==> config.mk <==
export PLATFORM = sky130hd
export DESIGN_NAME = ole_ram
export DESIGN_NICKNAME = d
export VERILOG_FILES = /design/src/ole_ram.sv
export SDC_FILE = /design/constraint.sdc
export NUM_CORES = 1
export LEC_CHECK = 0
export ABC_AREA = 1
export BUFFER_PORTS_ARGS = -buffer_cell sky130_fd_sc_hd__buf_4
export CORE_MARGIN = 2
export CORE_UTILIZATION = 50
export CTS_CLUSTER_DIAMETER = 100
export DETAILED_ROUTE_END_ITERATION = 16
export PLACE_DENSITY = 0.7
export SLEW_MARGIN = 30
export SYNTH_ARGS = -nofsm -noshare
export SYNTH_HDL_FRONTEND = slang
export SYNTH_SLANG_ARGS = --single-unit
==> constraint.sdc <==
create_clock -name aclk -period 1.58 [get_ports aclk]
set_input_delay 0.158 -clock aclk [delete_from_list [all_inputs] [get_ports aclk]]
set_output_delay 0.158 -clock aclk [all_outputs]
set_load 0.01 [all_outputs]
==> src/ole_ram.sv <==
// Generic single-port RAM with registered read.
module ole_ram #(
    parameter int Width = 8,
    parameter int Depth = 16
) (
    input  logic                     aclk,
    input  logic                     we,
    input  logic [$clog2(Depth)-1:0] addr,
    input  logic [Width-1:0]         wdata,
    output logic [Width-1:0]         rdata
);
    logic [Width-1:0] mem [Depth];

    always_ff @(posedge aclk) begin
        if (we) begin
            mem[addr] <= wdata;
        end
        rdata <= mem[addr];
    end
endmodule

Word level (Yosys, flattened, before mapping)
Memories as Yosys holds them, arrays and structs flattened. A register that Yosys moved wholly into a read port is not among the register bits.
Index checks and enable logic that the tools add are counted.
{"block": "op_classes", "muxes": 2}
{"operator": "$mux W1", "count": 2}
{"block": "totals", "register_bits": 0, "ramBits": 128, "in_bits": 14, "out_inout_bits": 8, "memories": 1}
{"memory": "mem", "depth": 16, "word_bits": 8, "rd": 1, "rd_clocked_by_memory_dff": 1, "write_ports": 1, "line": "12", "rtl": "logic [Width-1:0] mem [Depth];"}

Logic depth before layout (Yosys ltp)
{"block": "depth", "depth_word": 2, "mapped_depth": 11}

Worst setup path after synthesis
OpenSTA, ideal clock, no wires.
{"block": "synth_timing", "path_kind": "input-to-reg", "start": "in addr[1]", "end": "mem mem[3][0] (enable)", "setup_time_ns": 0.370, "t_arrival_ns": 1.165, "required_ns": 1.210, "slack_ns": 0.045, "stages": 4, "cell_sequence": "buf_2 clkbuf_1 nand3_1 nor2_1"}
{"element": "start: declaration", "line": "8", "rtl": "input logic [$clog2(Depth)-1:0] addr,"}
{"element": "end: declaration", "line": "12"}
Straight into the memory's write port.

Worst setup path after layout
{"block": "layout_timing", "start": "reg rdata[6] (read register of mem)", "end": "out rdata[6]"}
{"element": "start: declaration", "line": "10", "rtl": "output logic [Width-1:0] rdata"}
No word-level cell between the ends.

==> run metrics <==
run status complete, but fails checks; failing checks hold timing; max_cap viols 0; # placed instances 714; Largest stage delay, worst path 370 ps; DP Wirelength 7910 microns; WL final 12,700 microns; Ys Warns 0; DP Area 6020 sq um; global-route wire length before repair 20,000 microns; Synth area leader edfxtp_1; Net Count, Synth 562; syn_area_per_cell 10.2 sq um; number of setup buffers added after CTS 0; Yosys cell types 11; Synth top area share 68.7%; wire length per cell 16.9 microns; NumNets Final 609; # IOs 22; Num CTS Buffers 17; Post-Route Skew 7.13 ps; final clock period utilization by the worst path 75.4%; Clock Path Buffers 2; CORE AREA 10,900 sq um; Slowest cell on crit path dfxtp_1; GRT Total Usage 23.4%; critical path fanouts, max 1; top post-synthesis cells by area edfxtp_1 69%, nand2_1 23%, dfxtp_1 2.9%; clk root buf clkbuf_8; synthesized flop and latch total 136; Gate Count Post-Synth 548; clock share of power 47.5%; max frequency 839 MHz; Critical Path Source Type flip-flop; cts hold-fix bufs 2; CTS H-Tree Depth 4; Setup TNS 0 ps; WP data arrival 1030 ps; post-route cell area 6660 sq um; Final WS setup 389 ps; P_sw 1.85 mW; Seq pwr share 46.3%; # port buffers 21; 1st-iter DRT viols 315; Via density 5.13; setup violators final 0; die height 110 microns; Critical Path, Cell by Cell buf_4; unrepaired setup endpoints after global routing false; Worst EP required 1420 ps; Hold Violations, Final 4; peak supply drop 0.710 mV; FP Rows 38; Hold WS -0.816 ps; via count 3,838; Comb pwr share 6.1%; worst hold path class in -> reg; flop2flop setup slack 550 ps; full die area 12,000 sq um; Area growth syn-to-layout 19.1%; Critical Path End Type primary output; slew margin rel. 79.7%; Die W 110 microns; vias in the first global route 3,765; share of cells above drive strength 1 12.7%; post-place setup slack 265 ps; sequential area share after synthesis 71.6%; clock tree sinks 136; P_int 6.92 mW; post-layout minimum cycle time 1190 ps; Sw Share 21.1%; DRT Pass-1 Iters 5; total power 8.77 mW; grt ovf 0; non-filler cells, final 748; Least-Margin Pin Slew 305 ps; CTS tree done; Lkg Pwr 2.88 nW; Starting Density 51.4%; Remaining DRCs 0; crit path buf inv count 1; Setup CP Type reg -> out; Finished Core Util 61.2%; Pwr Density 1320 nW/um^2; initial antenna violation count 0; worst skew pair latency 530 ps; largest net degree at the start of global routing 49; # resized after CTS 0; clock-pin transition on the worst setup and hold timing paths 60 ps; Max Slew Vio Count 0; fill count 854; Mapped Area 5590 sq um; diode count 0; CP top delay family flip-flops; Detail Route Antenna Nets 0; GPL Wtd Cong 0.904
==> cells in the mapped netlist (all sizes together) <==
library cell	instances
clkbuf	3
edfxtp	128
nand3	4
dfxtp	8
buf	18
nor2	18
clkinv	1
nand2	346
inv	22
==> final cells by class <==
cell class | instances | area, sq um | area share, %
Sequential cell | 136 | 4000 | 60.1
Clock buffer | 19 | 422 | 6.33
Clock inverter | 13 | 203 | 3.04
Timing Repair Buffer | 49 | 385 | 5.79
Tap cell | 140 | 175 | 2.63
Multi-Input combinational cell | 368 | 1390 | 20.8
Inverter | 23 | 86.3 | 1.30
==> metal layers <==
layer  share of wire (%)  vias up  GRT usage, %
li1                    -     1847             -
met1                  43     1825          30.7
met2                  48      139          38.4
met3                 6.6       27          5.33
met4                 2.5        0          8.14
met5                   0        -             0
==> worst paths after layout <==
| check | start | to | cells after the start |
|---|---|---|---|
| setup / recovery | rdata[6] | rdata[6] | 1 |
| hold / removal | wdata[0] | mem[15][0] | 1 |
| setup reg to reg | mem[14][1] | rdata[1] | 8 |
| hold reg to reg | mem[4][0] | rdata[0] | 8 |
==> cells in the final DEF, fill, tap and decap left out <==
cell type        n
clkinv_4         1
buf_4           46
clkinvlp_4       4
inv_2            1
nand3_1          4
clkinv_2         2
nor2_1          18
dfxtp_1          8
clkbuf_16       16
dlygate4sd3_1    2
edfxtp_1       128
clkinv_1         2
buf_12           1
nand2_1        346
bufinv_16        5
inv_1           21
clkbuf_8         1
clkbuf_1         2
==> flip-flops by register name, indices dropped and copies added (netlist names) <==
name / cells
rdata: 8
mem: 128
==> power groups by stage <==
stage / sequential [mW] / clock, mW / combinational, mW
after detailed placement: 4.14 / 0 / 0.529
after global routing: 4.07 / 4.35 / 0.605
after global placement: 4.14 / 0 / 0.523
final: 4.06 / 4.17 / 0.539
after floorplan: 4.14 / 0 / 0.278
after CTS: 4.06 / 4.18 / 0.539
==> cell families after synthesis <==
| group | Yosys count | share of synthesized area, % |
|---|---|---|
| flip-flops | 136 | 71.6 |
| buffers and inverters | 44 | 3.62 |
| AND/OR/NAND/NOR | 368 | 24.8 |
(Power assumes the default switching activity.)
